**src/sv/assert_macros.svh**
```systemverilog
// ----------------------------------------------------------------------------
// Assertion macros
// Concurrent assertion shorthands on clk, disabled while arst_n is low.
// ----------------------------------------------------------------------------
`ifndef ASSERT_MACROS_SVH
`define ASSERT_MACROS_SVH

// same-cycle implication
`define ASSERT_SAME(name, ante, cons) \
	name: assert property (@(posedge clk) disable iff (!arst_n) (ante) |-> (cons)) \
		else $error("assertion failed");

// next-cycle implication
`define ASSERT_NEXT(name, ante, cons) \
	name: assert property (@(posedge clk) disable iff (!arst_n) (ante) |=> (cons)) \
		else $error("assertion failed");

`endif

```
**src/sv/gsap_pkg.sv**
```systemverilog
`timescale 1ns / 1ps
// ----------------------------------------------------------------------------
// Gas sensor ppm package
// Field widths, register codes, reset values and the fractional power table.
// ----------------------------------------------------------------------------
package gsap_pkg;

	localparam int ADC_W      = 12;
	localparam int AVG_W      = 16;
	localparam int PPM_W      = 26;
	localparam int LPC_W      = 24;
	localparam int LAZ_W      = 16;
	localparam int CFG_DATA_W = 32;
	localparam int CFG_ADDR_W = 4;
	localparam int LIN_W      = AVG_W + LPC_W;
	localparam int X_W        = 25;
	localparam int L2_W       = 22;
	localparam int Y_W        = X_W + L2_W;
	localparam int EXP_W      = Y_W - 32;
	localparam int ACC_W      = 31;
	localparam int FRAC_STEPS = 12;
	localparam int STEP_W     = 4;
	localparam int SHIFT_W    = ACC_W + PPM_W - 1;

	localparam logic [1:0] REG_ZERO_POINT    = 2'd0;
	localparam logic [1:0] REG_LOG_PER_COUNT = 2'd1;
	localparam logic [1:0] REG_LOG_AT_ZERO   = 2'd2;

	localparam logic [AVG_W-1:0] ZERO_POINT_RST    = 16'd43610;
	localparam logic [LPC_W-1:0] LOG_PER_COUNT_RST = 24'd31972;
	localparam logic [LAZ_W-1:0] LOG_AT_ZERO_RST   = 16'd10658;

	localparam logic [L2_W-1:0]  LOG2_10_Q20 = 22'd3483294;
	localparam logic [ACC_W-1:0] ONE_Q30     = 31'd1073741824;
	localparam logic [PPM_W-1:0] PPM_MAX     = 26'd67108863;
	localparam logic [EXP_W-1:0] EXP_LIMIT   = 15'd26;

	typedef struct packed {
		logic [AVG_W-1:0] zero_point;
		logic [LPC_W-1:0] log_per_count;
		logic [LAZ_W-1:0] log_at_zero;
	} cfg_t;

	// 2^(2^-(idx+1)) in Q1.30
	function automatic logic [ACC_W-1:0] pow2_frac(input logic [STEP_W-1:0] idx);
		logic [ACC_W-1:0] v;
		unique case (idx)
			4'd0:    v = 31'd1518500250;
			4'd1:    v = 31'd1276901417;
			4'd2:    v = 31'd1170923762;
			4'd3:    v = 31'd1121280436;
			4'd4:    v = 31'd1097253708;
			4'd5:    v = 31'd1085434106;
			4'd6:    v = 31'd1079572136;
			4'd7:    v = 31'd1076653033;
			4'd8:    v = 31'd1075196443;
			4'd9:    v = 31'd1074468889;
			4'd10:   v = 31'd1074105294;
			4'd11:   v = 31'd1073923544;
			default: v = ONE_Q30;
		endcase
		return v;
	endfunction

endpackage

```
**src/sv/gsap_if.sv**
```systemverilog
`timescale 1ns / 1ps
// ----------------------------------------------------------------------------
// Gas sensor ppm channels
// Valid/ready channels for raw samples and for converted results.
// ----------------------------------------------------------------------------
interface gsap_sample_if;
	logic        valid;
	logic        ready;
	logic [11:0] sample;

	modport source (output valid, output sample, input ready);
	modport sink   (input valid, input sample, output ready);
endinterface

interface gsap_result_if;
	logic        valid;
	logic        ready;
	logic [15:0] average_counts;
	logic [25:0] ppm;
	logic        below_range;

	modport source (output valid, output average_counts, output ppm, output below_range,
		input ready);
	modport sink   (input valid, input average_counts, input ppm, input below_range,
		output ready);
endinterface

```
**src/sv/gsap_front.sv**
```systemverilog
`timescale 1ns / 1ps
// ----------------------------------------------------------------------------
// Gas sensor ppm front end
// Accumulates samples and hands each completed group sum to the queue.
// ----------------------------------------------------------------------------
module gsap_front #(
	parameter int SAMPLES  = 5,
	parameter int ADC_BITS = 12,
	parameter int SUM_W    = 15
) (
	input  logic               clk,
	input  logic               arst_n,
	gsap_sample_if.sink        samples,
	output logic               push,
	output logic [SUM_W-1:0]   push_sum,
	input  logic               full
);
	import gsap_pkg::*;

	localparam int CNT_W = (SAMPLES > 1) ? $clog2(SAMPLES) : 1;
	localparam logic [ADC_W-1:0] SAMPLE_MASK = ADC_W'((64'd1 << ADC_BITS) - 64'd1);
	localparam logic [CNT_W-1:0] LAST_CNT    = CNT_W'(SAMPLES - 1);

	logic [CNT_W-1:0] count_q;
	logic [SUM_W-1:0] sum_q;
	logic [ADC_W-1:0] s;
	logic             last;
	logic             xfer;

	assign s        = samples.sample & SAMPLE_MASK;
	assign last     = (count_q == LAST_CNT);
	assign samples.ready = !(last && full);
	assign xfer     = samples.valid && samples.ready;
	assign push     = xfer && last;
	assign push_sum = sum_q + SUM_W'(s);

	always_ff @(posedge clk or negedge arst_n) begin
		if (!arst_n) begin
			count_q <= '0;
			sum_q   <= '0;
		end else if (xfer) begin
			if (last) begin
				count_q <= '0;
				sum_q   <= '0;
			end else begin
				count_q <= count_q + CNT_W'(1);
				sum_q   <= push_sum;
			end
		end
	end

endmodule

```
**src/sv/gsap_queue.sv**
```systemverilog
`timescale 1ns / 1ps
// ----------------------------------------------------------------------------
// Gas sensor ppm group queue
// Two-entry FIFO of group sums between the front end and the converter.
// ----------------------------------------------------------------------------
module gsap_queue #(
	parameter int W = 15
) (
	input  logic         clk,
	input  logic         arst_n,
	input  logic         push,
	input  logic [W-1:0] push_data,
	input  logic         pop,
	output logic [W-1:0] head,
	output logic         full,
	output logic         empty
);
	logic [W-1:0] mem_q [2];
	logic         wr_q;
	logic         rd_q;
	logic [1:0]   cnt_q;

	assign head  = mem_q[rd_q];
	assign full  = (cnt_q == 2'd2);
	assign empty = (cnt_q == 2'd0);

	always_ff @(posedge clk) begin
		if (push) begin
			mem_q[wr_q] <= push_data;
		end
	end

	always_ff @(posedge clk or negedge arst_n) begin
		if (!arst_n) begin
			wr_q  <= 1'b0;
			rd_q  <= 1'b0;
			cnt_q <= 2'd0;
		end else begin
			if (push) begin
				wr_q <= !wr_q;
			end
			if (pop) begin
				rd_q <= !rd_q;
			end
			if (push && !pop) begin
				cnt_q <= cnt_q + 2'd1;
			end else if (pop && !push) begin
				cnt_q <= cnt_q - 2'd1;
			end
		end
	end

endmodule

```
**src/sv/gsap_back.sv**
```systemverilog
`timescale 1ns / 1ps
// ----------------------------------------------------------------------------
// Gas sensor ppm converter
// Sequencer that turns a group sum into average counts and ppm, one step a
// cycle, waiting in the last step for a free output, with a registered result.
// ----------------------------------------------------------------------------
module gsap_back #(
	parameter int SAMPLES = 5,
	parameter int SUM_W   = 15
) (
	input  logic              clk,
	input  logic              arst_n,
	input  gsap_pkg::cfg_t    cfg,
	input  logic [SUM_W-1:0]  head,
	input  logic              empty,
	output logic              pop,
	gsap_result_if.source     results
);
	import gsap_pkg::*;

	localparam int RECIP_SH = 28;
	localparam int RECIP_W  = RECIP_SH + 1;
	localparam logic [RECIP_W-1:0] RECIP =
		RECIP_W'(((64'd1 << RECIP_SH) + 64'(SAMPLES) - 64'd1) / 64'(SAMPLES));
	localparam int NUM_W  = SUM_W + 4;
	localparam int PROD_W = NUM_W + RECIP_W;
	localparam int QUOT_W = PROD_W - RECIP_SH;

	localparam logic [2:0] ST_IDLE = 3'd0;
	localparam logic [2:0] ST_AVG  = 3'd1;
	localparam logic [2:0] ST_LIN  = 3'd2;
	localparam logic [2:0] ST_LOG  = 3'd3;
	localparam logic [2:0] ST_EXP  = 3'd4;
	localparam logic [2:0] ST_POW  = 3'd5;
	localparam logic [2:0] ST_FIN  = 3'd6;

	logic [2:0]              state_q;
	logic [PROD_W-1:0]       quot_q;
	logic [AVG_W-1:0]        avg_q;
	logic                    below_q;
	logic [AVG_W-1:0]        d_q;
	logic [LIN_W-1:0]        lin_q;
	logic [X_W-1:0]          x_q;
	logic [EXP_W-1:0]        n_q;
	logic [FRAC_STEPS-1:0]   frac_q;
	logic [ACC_W-1:0]        acc_q;
	logic [STEP_W-1:0]       step_q;
	logic                    out_valid_q;
	logic [AVG_W-1:0]        out_avg_q;
	logic [PPM_W-1:0]        out_ppm_q;
	logic                    out_below_q;

	logic [QUOT_W-1:0]       quot;
	logic [AVG_W-1:0]        avg;
	logic [Y_W-1:0]          y;
	logic [2*ACC_W-1:0]      pw_prod;
	logic [SHIFT_W-1:0]      shifted;
	logic [PPM_W-1:0]        ppm_val;
	logic                    load;

	assign pop     = (state_q == ST_IDLE) && !empty;
	assign quot    = quot_q[PROD_W-1:RECIP_SH];
	assign avg     = (|quot[QUOT_W-1:AVG_W]) ? '1 : quot[AVG_W-1:0];
	assign y       = x_q * LOG2_10_Q20;
	assign pw_prod = acc_q * pow2_frac(step_q);
	assign shifted = SHIFT_W'(acc_q) << n_q[4:0];
	assign load    = (state_q == ST_FIN) && (!out_valid_q || results.ready);

	always_comb begin
		priority if (below_q) begin
			ppm_val = '0;
		end else if (n_q >= EXP_LIMIT) begin
			ppm_val = PPM_MAX;
		end else begin
			ppm_val = shifted[SHIFT_W-1 -: PPM_W];
		end
	end

	always_ff @(posedge clk) begin
		unique case (state_q)
			ST_IDLE: begin
				quot_q <= {head, 4'b0000} * RECIP;
			end
			ST_AVG: begin
				avg_q   <= avg;
				below_q <= (avg >= cfg.zero_point);
				d_q     <= cfg.zero_point - avg;
			end
			ST_LIN: begin
				lin_q <= d_q * cfg.log_per_count;
			end
			ST_LOG: begin
				x_q <= X_W'(cfg.log_at_zero) + X_W'(lin_q[LIN_W-1:16]);
			end
			ST_EXP: begin
				n_q    <= y[Y_W-1:32];
				frac_q <= y[31:32-FRAC_STEPS];
				acc_q  <= ONE_Q30;
				step_q <= '0;
			end
			ST_POW: begin
				if (frac_q[FRAC_STEPS-1]) begin
					acc_q <= pw_prod[ACC_W+29:30];
				end
				frac_q <= frac_q << 1;
				step_q <= step_q + STEP_W'(1);
			end
			ST_FIN: begin
			end
			default: begin
			end
		endcase
		if (load) begin
			out_avg_q   <= avg_q;
			out_ppm_q   <= ppm_val;
			out_below_q <= below_q;
		end
	end

	always_ff @(posedge clk or negedge arst_n) begin
		if (!arst_n) begin
			state_q     <= ST_IDLE;
			out_valid_q <= 1'b0;
		end else begin
			unique case (state_q)
				ST_IDLE: if (!empty) state_q <= ST_AVG;
				ST_AVG: begin
					state_q <= (avg >= cfg.zero_point) ? ST_FIN : ST_LIN;
				end
				ST_LIN:  state_q <= ST_LOG;
				ST_LOG:  state_q <= ST_EXP;
				ST_EXP:  state_q <= ST_POW;
				ST_POW: begin
					if (step_q == STEP_W'(FRAC_STEPS - 1)) state_q <= ST_FIN;
				end
				ST_FIN:  if (load) state_q <= ST_IDLE;
				default: state_q <= ST_IDLE;
			endcase
			if (load) begin
				out_valid_q <= 1'b1;
			end else if (results.ready) begin
				out_valid_q <= 1'b0;
			end
		end
	end

	assign results.valid          = out_valid_q;
	assign results.average_counts = out_avg_q;
	assign results.ppm            = out_ppm_q;
	assign results.below_range    = out_below_q;

endmodule

```
**src/sv/gas_sensor_average_to_ppm.sv**
```systemverilog
`timescale 1ns / 1ps
// Throughput: one sample a cycle, but a group's last sample waits while the
//   queue is full; the converter takes a new group only when done with the
//   last, skips the log and fractional power steps below range, and a
//   two-group queue absorbs bursts.
// Reset: arst_n clears the sum, count, queue, sequencer and registers to defaults.
// ----------------------------------------------------------------------------
// Gas sensor average to ppm
// Averages groups of ADC samples and converts each mean to a ppm reading.
// ----------------------------------------------------------------------------
`include "assert_macros.svh"

module gas_sensor_average_to_ppm #(
	parameter int SAMPLES  = 5,
	parameter int ADC_BITS = 12
) (
	input  logic                              clk,
	input  logic                              arst_n,
	gsap_sample_if.sink                       samples,
	gsap_result_if.source                     results,
	input  logic                              psel,
	input  logic                              penable,
	input  logic                              pwrite,
	input  logic [gsap_pkg::CFG_ADDR_W-1:0]   paddr,
	input  logic [gsap_pkg::CFG_DATA_W-1:0]   pwdata,
	output logic [gsap_pkg::CFG_DATA_W-1:0]   prdata,
	output logic                              pready
);
	import gsap_pkg::*;

	localparam int SUM_W = ADC_W + $clog2(SAMPLES);

	logic [AVG_W-1:0] zero_point_q;
	logic [LPC_W-1:0] log_per_count_q;
	logic [LAZ_W-1:0] log_at_zero_q;
	cfg_t             cfg;
	logic [1:0]       reg_idx;
	logic             wr_en;
	logic             push;
	logic [SUM_W-1:0] push_sum;
	logic             full;
	logic             empty;
	logic             pop;
	logic [SUM_W-1:0] head;

	assign pready  = 1'b1;
	assign reg_idx = paddr[3:2];
	assign wr_en   = psel && penable && pwrite && pready;

	always_ff @(posedge clk or negedge arst_n) begin
		if (!arst_n) begin
			zero_point_q    <= ZERO_POINT_RST;
			log_per_count_q <= LOG_PER_COUNT_RST;
			log_at_zero_q   <= LOG_AT_ZERO_RST;
		end else if (wr_en) begin
			unique case (reg_idx)
				REG_ZERO_POINT:    zero_point_q    <= pwdata[AVG_W-1:0];
				REG_LOG_PER_COUNT: log_per_count_q <= pwdata[LPC_W-1:0];
				REG_LOG_AT_ZERO:   log_at_zero_q   <= pwdata[LAZ_W-1:0];
				default: begin
				end
			endcase
		end
	end

	always_comb begin
		unique case (reg_idx)
			REG_ZERO_POINT:    prdata = CFG_DATA_W'(zero_point_q);
			REG_LOG_PER_COUNT: prdata = CFG_DATA_W'(log_per_count_q);
			REG_LOG_AT_ZERO:   prdata = CFG_DATA_W'(log_at_zero_q);
			default:           prdata = '0;
		endcase
	end

	assign cfg.zero_point    = zero_point_q;
	assign cfg.log_per_count = log_per_count_q;
	assign cfg.log_at_zero   = log_at_zero_q;

	gsap_front #(
		.SAMPLES  (SAMPLES),
		.ADC_BITS (ADC_BITS),
		.SUM_W    (SUM_W)
	) u_front (
		.clk      (clk),
		.arst_n   (arst_n),
		.samples  (samples),
		.push     (push),
		.push_sum (push_sum),
		.full     (full)
	);

	gsap_queue #(
		.W (SUM_W)
	) u_queue (
		.clk       (clk),
		.arst_n    (arst_n),
		.push      (push),
		.push_data (push_sum),
		.pop       (pop),
		.head      (head),
		.full      (full),
		.empty     (empty)
	);

	gsap_back #(
		.SAMPLES (SAMPLES),
		.SUM_W   (SUM_W)
	) u_back (
		.clk     (clk),
		.arst_n  (arst_n),
		.cfg     (cfg),
		.head    (head),
		.empty   (empty),
		.pop     (pop),
		.results (results)
	);

	`ASSERT_SAME(a_no_push_when_full, push, !full)
	`ASSERT_SAME(a_below_gives_zero, results.valid && results.below_range, results.ppm == '0)
	`ASSERT_SAME(a_below_matches_cfg, results.valid,
		results.below_range == (results.average_counts >= zero_point_q))
	`ASSERT_NEXT(a_pop_leaves_room, pop && !push, !full)

endmodule

```
**src/flat_wrapper.sv**
```systemverilog
// flat-port wrapper written by rule: the top's interface ports become plain ports
module gas_sensor_average_to_ppm_flat import gsap_pkg::*;
#(
	parameter int SAMPLES  = 5,
	parameter int ADC_BITS = 12
)
  (clk, arst_n, psel, penable, pwrite, paddr, pwdata, prdata, pready, samples_valid, samples_sample, samples_ready, results_valid, results_average_counts, results_ppm, results_below_range, results_ready);
  gsap_sample_if samples_i ();
  gsap_result_if results_i ();
  input  logic clk;
  input  logic arst_n;
  input  logic psel;
  input  logic penable;
  input  logic pwrite;
  input  logic [gsap_pkg::CFG_ADDR_W-1:0] paddr;
  input  logic [gsap_pkg::CFG_DATA_W-1:0] pwdata;
  output logic [gsap_pkg::CFG_DATA_W-1:0] prdata;
  output logic pready;
  input wire logic [$bits(samples_i.valid)-1:0] samples_valid;
  input wire logic [$bits(samples_i.sample)-1:0] samples_sample;
  output wire logic [$bits(samples_i.ready)-1:0] samples_ready;
  output wire logic [$bits(results_i.valid)-1:0] results_valid;
  output wire logic [$bits(results_i.average_counts)-1:0] results_average_counts;
  output wire logic [$bits(results_i.ppm)-1:0] results_ppm;
  output wire logic [$bits(results_i.below_range)-1:0] results_below_range;
  input wire logic [$bits(results_i.ready)-1:0] results_ready;
  assign samples_i.valid = samples_valid;
  assign samples_i.sample = samples_sample;
  assign samples_ready = samples_i.ready;
  assign results_valid = results_i.valid;
  assign results_average_counts = results_i.average_counts;
  assign results_ppm = results_i.ppm;
  assign results_below_range = results_i.below_range;
  assign results_i.ready = results_ready;
  gas_sensor_average_to_ppm #(.SAMPLES(SAMPLES), .ADC_BITS(ADC_BITS)) u_core (.clk(clk), .arst_n(arst_n), .samples(samples_i), .results(results_i), .psel(psel), .penable(penable), .pwrite(pwrite), .paddr(paddr), .pwdata(pwdata), .prdata(prdata), .pready(pready));
endmodule
```
**config.mk**
```make
export PLATFORM = sky130hd
export DESIGN_NAME = gas_sensor_average_to_ppm_flat
export DESIGN_NICKNAME = d
export VERILOG_FILES = /design/src/sv/gsap_pkg.sv /design/src/sv/gsap_if.sv /design/src/sv/gsap_front.sv /design/src/sv/gsap_queue.sv /design/src/sv/gsap_back.sv /design/src/sv/gas_sensor_average_to_ppm.sv /design/src/flat_wrapper.sv
export VERILOG_INCLUDE_DIRS = /design/src /design/src/sv
export SDC_FILE = /design/constraint.sdc
export NUM_CORES = 2
export LEC_CHECK = 0
export BUFFER_PORTS_ARGS = -buffer_cell sky130_fd_sc_hd__buf_2
export CORE_MARGIN = 4
export CORE_UTILIZATION = 30
export CTS_CLUSTER_DIAMETER = 80
export DETAILED_ROUTE_END_ITERATION = 8
export GPL_ROUTABILITY_DRIVEN = 0
export PLACE_DENSITY = 0.45
export SYNTH_ARGS = -nofsm -noshare
export SYNTH_HDL_FRONTEND = slang
export SYNTH_SLANG_ARGS = --single-unit
```
**constraint.sdc**
```tcl
create_clock -name clk -period 10.3 [get_ports clk]
set_clock_uncertainty 0.1 [all_clocks]
set_input_delay 0.515 -clock clk [delete_from_list [all_inputs] [get_ports clk]]
set_output_delay 0.515 -clock clk [all_outputs]
set_load 0.01 [all_outputs]
```
; After elaboration in Yosys (flattened, before gate mapping)
; Memory sizes are Yosys's and may differ from the RTL's. A register that Yosys moved wholly into a read port is not among the register bits.
; Index checks and enable logic that the tools add are counted.
[classes]
eq_ne = 15
shift = 1
add_sub_neg = 7
reduce_logical = 28
muxes = 21
multipliers = 4
order_cmp = 2
[ops]
columns = cell, count
row1 = 24-bit one-hot mux with 3 select lines, 1
row2 = 31-bit one-hot mux with 2 select lines, 1
row3 = 31-bit by 31-bit multiplier with 61-bit output, 1
row4 = 31-bit by 5-bit << shifter with 56-bit output, 1
row5 = "25-bit by 21-bit multiplier with 46-bit output, second input constant", 1
row6 = 16-bit by 24-bit multiplier with 40-bit output, 1
row7 = "15-bit by 24-bit multiplier with 39-bit output, second input constant", 1
row8 = 31-bit 2-to-1 mux, 1
row9 = 26-bit 2-to-1 mux, 1
row10 = 16-bit by 24-bit adder with 25-bit output, 1
row11 = 12-bit one-hot mux with 2 select lines, 1
row12 = 3-bit one-hot mux with 7 select lines, 1
row13 = 16-bit greater-or-equal comparator, 1
row14 = 16-bit 2-to-1 mux, 1
row15 = 16-bit subtractor, 1
row16 = 15-bit by 12-bit adder with 15-bit output, 1
row17 = "15-bit by 5-bit greater-or-equal comparator with 1-bit output, second input constant", 1
row18 = 15-bit 2-to-1 mux, 1
row19 = 3-bit 2-to-1 mux, 5
row20 = "3-bit equality test, second input constant", 4
row21 = 1-bit logical AND, 9
row22 = "2-bit != test, second input constant", 4
row23 = 4-bit one-hot mux with 2 select lines, 1
row24 = 2-bit AND reduction, 4
row25 = other kinds (18), 33
[word_totals]
mem_bits_rw = 30
wordCells = 103
in_bits = 55
rom_bits = 464
register_bits = 324
out_inout_bits = 78
mem_count = 2
[memory_table]
columns = memory, words, width, rd, rd_clocked_by_memory_dff, wr, line
row1 = (name not given), 16, 29, 1, 1, 0, gsap_pkg.sv:47  ; unique case (idx)
row2 = u_core.u_queue.mem_q, 2, 15, 1, 0, 1, gsap_queue.sv:18  ; logic [W-1:0] mem_q [2];

; Depth between registers and ports, before layout
[depth]
word_depth = 9
mapped_depth = 29
mapped_depth_nobuf = 28

; Hierarchy
; Synthesis repeated with hierarchy kept, for this count alone.
[hier_totals]
hier_cells = 7182
hier_area_um2 = 70536.4
[by_module_without_submodules]
columns = mod, cells_per_inst, instances, seq_area_each_um2, area_each_um2
row1 = gsap_back, 6782, 1, 6806.5, 65218.8
row2 = gas_sensor_average_to_ppm, 196, 1, 1430.1, 2666.3
row3 = gsap_front, 141, 1, 450.4, 1330.0
row4 = gsap_queue, 63, 1, 1001.0, 1321.3

; Worst setup path before layout
; Ideal clock, no wire load.
[synth_timing]
path_type = register to register
from = register u_core.u_back.acc_q[29]
to = register u_core.u_back.acc_q[29], data pin
setup_ps = 268
synth_period_minus_slack_ps = 7367
required_time_ps = 9932
path_stages_with_launch = 28
n_path_buf = 2
arrival_time_ps = 6999
setup_slack_ps = 2933
cell_sequence = edfxtp_1 -> clkbuf_1 -> clkbuf_1 -> nand2_1 -> fa_1 -> inv_1 -> fa_1 -> fa_1 -> inv_1 -> fa_1 -> inv_1 -> fa_1 -> fa_1 -> fa_1 -> inv_1 -> fa_1 -> inv_1 -> ha_1 -> a21o_1 -> a21o_1 -> a21oi_1 -> o21ai_0 -> a31oi_1 -> nand2_1 -> a41oi_1 -> nand4b_1 -> nand3_1 -> nor3b_1
[synth_between]
elab_chain_len = 3
[synth_lines]
columns = element, line
row1 = start: declaration, gsap_back.sv:46  ; logic [ACC_W-1:0] acc_q;
row2 = start signal: assignment, gsap_back.sv:103  ; acc_q <= pw_prod[ACC_W+29:30];
row3 = 31-bit by 31-bit multiplier with 61-bit output, gsap_back.sv:65  ; assign pw_prod = acc_q * pow2_frac(step_q);
row4 = 31-bit 2-to-1 mux, gsap_back.sv:102  ; if (frac_q[FRAC_STEPS-1]) begin
row5 = 31-bit one-hot mux with 2 select lines, gsap_back.sv:80  ; unique case (state_q)
; Every way passes these cells. The select of a mux whose other input is x is not followed.
; A chain may end at the register's enable or synchronous reset.

; Final worst setup path
[layout_timing]
from = register u_core.u_back.acc_q[15]
to = register u_core.u_back.acc_q[27], data pin
; Same word-level chain as after synthesis.

==> impl_metrics.yaml <==
layout:
  drive_above_1_share_pct: 6.31
  final_cell_mix: "inv_1 (1589), fa_1 (1390), nand2_1 (896), ha_1 (794), and2_1 (605)"
  layout.nets: 9490
  fill_cells: 24500
  synthToLayoutAreaGrowth_pct: 8.37
  final_area_sq_um: 76800
  final_common_cell: "inv_1"
drt:
  wirelength_um: 208000
  drt_iter0_drc: 2711
  viasPerCell: 4.68
  wl_per_cell_um: 19.9
  drc_errors: 0
  firstDrtPassIters: 5
  drtAntennaViolNets: 0
  num_vias: 48800
timing:
  final_hold_viol_count: 0
  rsz0062_at_grt: "false"
  slew_viol_final: 0
  period_share_pct: 88.7
  setup_viol: 0
  period_needed_ns: 9.14
  fmax_mhz: 109
  whs_ns: 0.0826
  max_slew.worst_pin.slew_ns: 1.31
  finalSetupTns_ns: 0
  worst_slack_ns: 1.16
  max_slew_margin_pct: 12.7
clocking:
  clock_latency_ns: 0.67
  cts.reportedPaths.clkPinSlew_ns: 0.06
  cts-resized-gates: 0
  htreeDepth: 2
  cts_max_path_buffers: 3
  root_buffer: "clkbuf_16"
  cts.sinks: 345
  post_cts_buffers: 0
  cts_tree: "built"
  numCtsBuffers: 46
worst_setup_path:
  crit_required_ns: 10.57
  crit_fanout: 17
  crit_type: "reg -> reg"
  path_common_cell: "fa_1"
  start_kind: "register"
  path_cells: "buf_4, and2_1, fa_1, fa_1, fa_1, inv_1, fa_1, inv_1, fa_1, fa_1, fa_1, fa_1, ha_1, a21o_1, a211oi_1, nor2b_1, o311ai_1, a211o_1, a31oi_1, o21ai_1, a21oi_1, xor2_1, nor2_1"
  cp-end-kind: "register"
  critPathArrivalTime_ns: 9.41
  slowest_delay_ns: 1.16
  critPathSlowestCell: "edfxtp_1"
yosys:
  synth-seq-cells: 345
  synth_adder_area_share_pct: 53.3
  synthTopCellsByArea: "fa_1 (39%), ha_1 (14%), edfxtp_1 (9.9%)"
  synthMuxAreaShare_pct: 2.04
  ys_async_sr_fraction_pct: 23.8
  synth_top_family_by_area: "adder cells"
  synthSimpleGateAreaFrac_pct: 13.0
  synth_ff_type: "edfxtp_1"
  yosysSeqAreaShare_pct: 13.7
  synth_xor_area_share_pct: 1.72
  synth-warning-count: 0
  synth_edf_count: 234
  synth_top_area_cell: "fa_1"
  ys_types: 78
  avgSynthCellArea_sq_um: 9.71
  synthCells: 7302
  synth_compound_area_share_pct: 6.07
  synth_top_cell_area_share_pct: 39.3
  synth_area_sq_um: 70900
floorplanning:
  core_sq_um: 235000
  die_w_um: 494
  die_area_sq_um: 244000
  rows: 178
  num_io_pins: 133
  dieHeight_um: 494
  start_util_pct: 30.1
global_routing:
  antenna_found_initial: 8
  grt-ovfl-total: 0
  grt_pass1_wl_um: 326000
  grt_pass1_vias: 53600
  grt_use_total_pct: 17.3
  grt_max_degree: 53
status:
  status: "finished, final reports clean"
flow_run:
  cap_viol_max_count: 0
placement:
  hpwl_um: 160000
  dp_slack_ns: 1.30
  port_buffers: 113
  post_dp_cell_area_sq_um: 75000
hold_path:
  hp-class: "in -> reg"
-- path summary, 6_finish.rpt --
check	start	endpoint	slack, ns	cells after the start
worst min register to register	u_core.u_back.avg_q[10]	u_core.u_back.results.average_counts[10]	0.31	0
min in group asynchronous	arst_n	u_core.log_per_count_q[22]	0.28	2
worst max register to register	u_core.u_back.acc_q[15]	u_core.u_back.acc_q[27]	1.16	23
worst max-delay path	u_core.u_back.acc_q[15]	u_core.u_back.acc_q[27]	1.16	23
worst min-delay path	pwdata[2]	u_core.zero_point_q[2]	0.08	2
max in group asynchronous	arst_n	u_core.u_back.results.valid	8.63	3
-- registers in the layout (all words and copies together) (netlist names), 17 cells and up, named ones only --
signal / count
u_core.log_per_count_q: 24
u_core.u_back.acc_q: 31
u_core.u_back.lin_q: 24
u_core.u_back.quot_q: 17
u_core.u_back.results.ppm: 26
u_core.u_back.x_q: 25
u_core.u_queue.mem_q: 30
-- area by class of cell --
cell class / count / area [sq um] / area share, %
inverter: 1589 / 5960 / 7.76
timing repair buffer: 232 / 1570 / 2.05
multi-input combinational: 5037 / 54000 / 70.3
clock buffer: 58 / 1290 / 1.68
clock inverter: 28 / 332 / 0.432
tap: 3150 / 3940 / 5.13
sequential: 345 / 9710 / 12.6
antenna: 1 / 2.50 / 0.00326
-- logic make-up (layout without fill, tap and decap cells) --
| family | count (synthesis) | after routing |
|---|---|---|
| XOR/XNOR | 139 | 139 |
| AND/OR/NAND/NOR | 1899 | 1899 |
| AO/OA/AOI/OAI | 680 | 680 |
| other | 2 | 10 |
| multiplexers | 126 | 126 |
| flip-flops | 345 | 345 |
| buffers and inverters | 1927 | 1907 |
| adder cells (fa/ha/maj) | 2184 | 2184 |
-- critical path: cells and delay by family (launching register included) --
family	cells	cell delay (ns)
simple gates	3	0.48
flops	1	1.16
buf+inv	3	0.57
fa+ha+maj	9	4.24
compound gates	7	2.12
xor+xnor	1	0.16
-- cells in the mapped netlist (5+ instances only) --
| library cell | number |
|---|---|
| inv_1 | 1589 |
| fa_1 | 1390 |
| nand2_1 | 897 |
| ha_1 | 794 |
| and2_1 | 606 |
| clkbuf_1 | 318 |
| edfxtp_1 | 234 |
| a21oi_1 | 205 |
| o21ai_0 | 161 |
| nor2_1 | 149 |
| a21o_1 | 101 |
| xnor2_1 | 97 |
| mux2_2 | 75 |
| dfrtp_1 | 59 |
| mux2i_1 | 44 |
| nand3_1 | 43 |
| xor2_1 | 42 |
| nor3_1 | 41 |
| nand4_1 | 37 |
| dfxtp_1 | 29 |
| nor2b_1 | 29 |
| or2_2 | 25 |
| a211oi_1 | 23 |
| dfstp_2 | 23 |
| o21bai_1 | 22 |
| nand2b_1 | 21 |
| o21a_1 | 21 |
| o211ai_1 | 19 |
| a22o_1 | 16 |
| and3_1 | 16 |
| a31oi_1 | 12 |
| o22ai_1 | 10 |
| buf_1 | 9 |
| buf_4 | 9 |
| nor3b_1 | 8 |
| o21ai_1 | 8 |
| or3_1 | 8 |
| a21boi_0 | 7 |
| a22oi_1 | 7 |
| mux4_2 | 7 |
| a211o_1 | 6 |
| nor4_1 | 6 |
| o31ai_1 | 6 |
| a221o_1 | 5 |
-- what timing repair did --
item                       4_1_cts  5_1_grt
setup endpoints to repair        0        0
hold endpoints to repair        67        0
hold buffers                    20        0
-- per-stage QoR --
step	util [%]	instances
final	32.7	10400
after CTS	32.7	10400
after global placement	31.9	10300
after global routing	32.7	10400
after floorplan	-	7309
after detailed placement	31.9	10300
-- layer usage --
layer / vias up / global-route usage [%] / part of all wire [%]
li1: 22300 / - / -
met1: 25300 / 24.7 / 47
met2: 1047 / 28.6 / 47
met3: 189 / 2.00 / 4.6
met4: 0 / 2.97 / 1.8
met5: - / 0 / 0
Power is not shown: default switching activity piles up to over one toggle a cycle in this logic, so the estimate is an artifact.
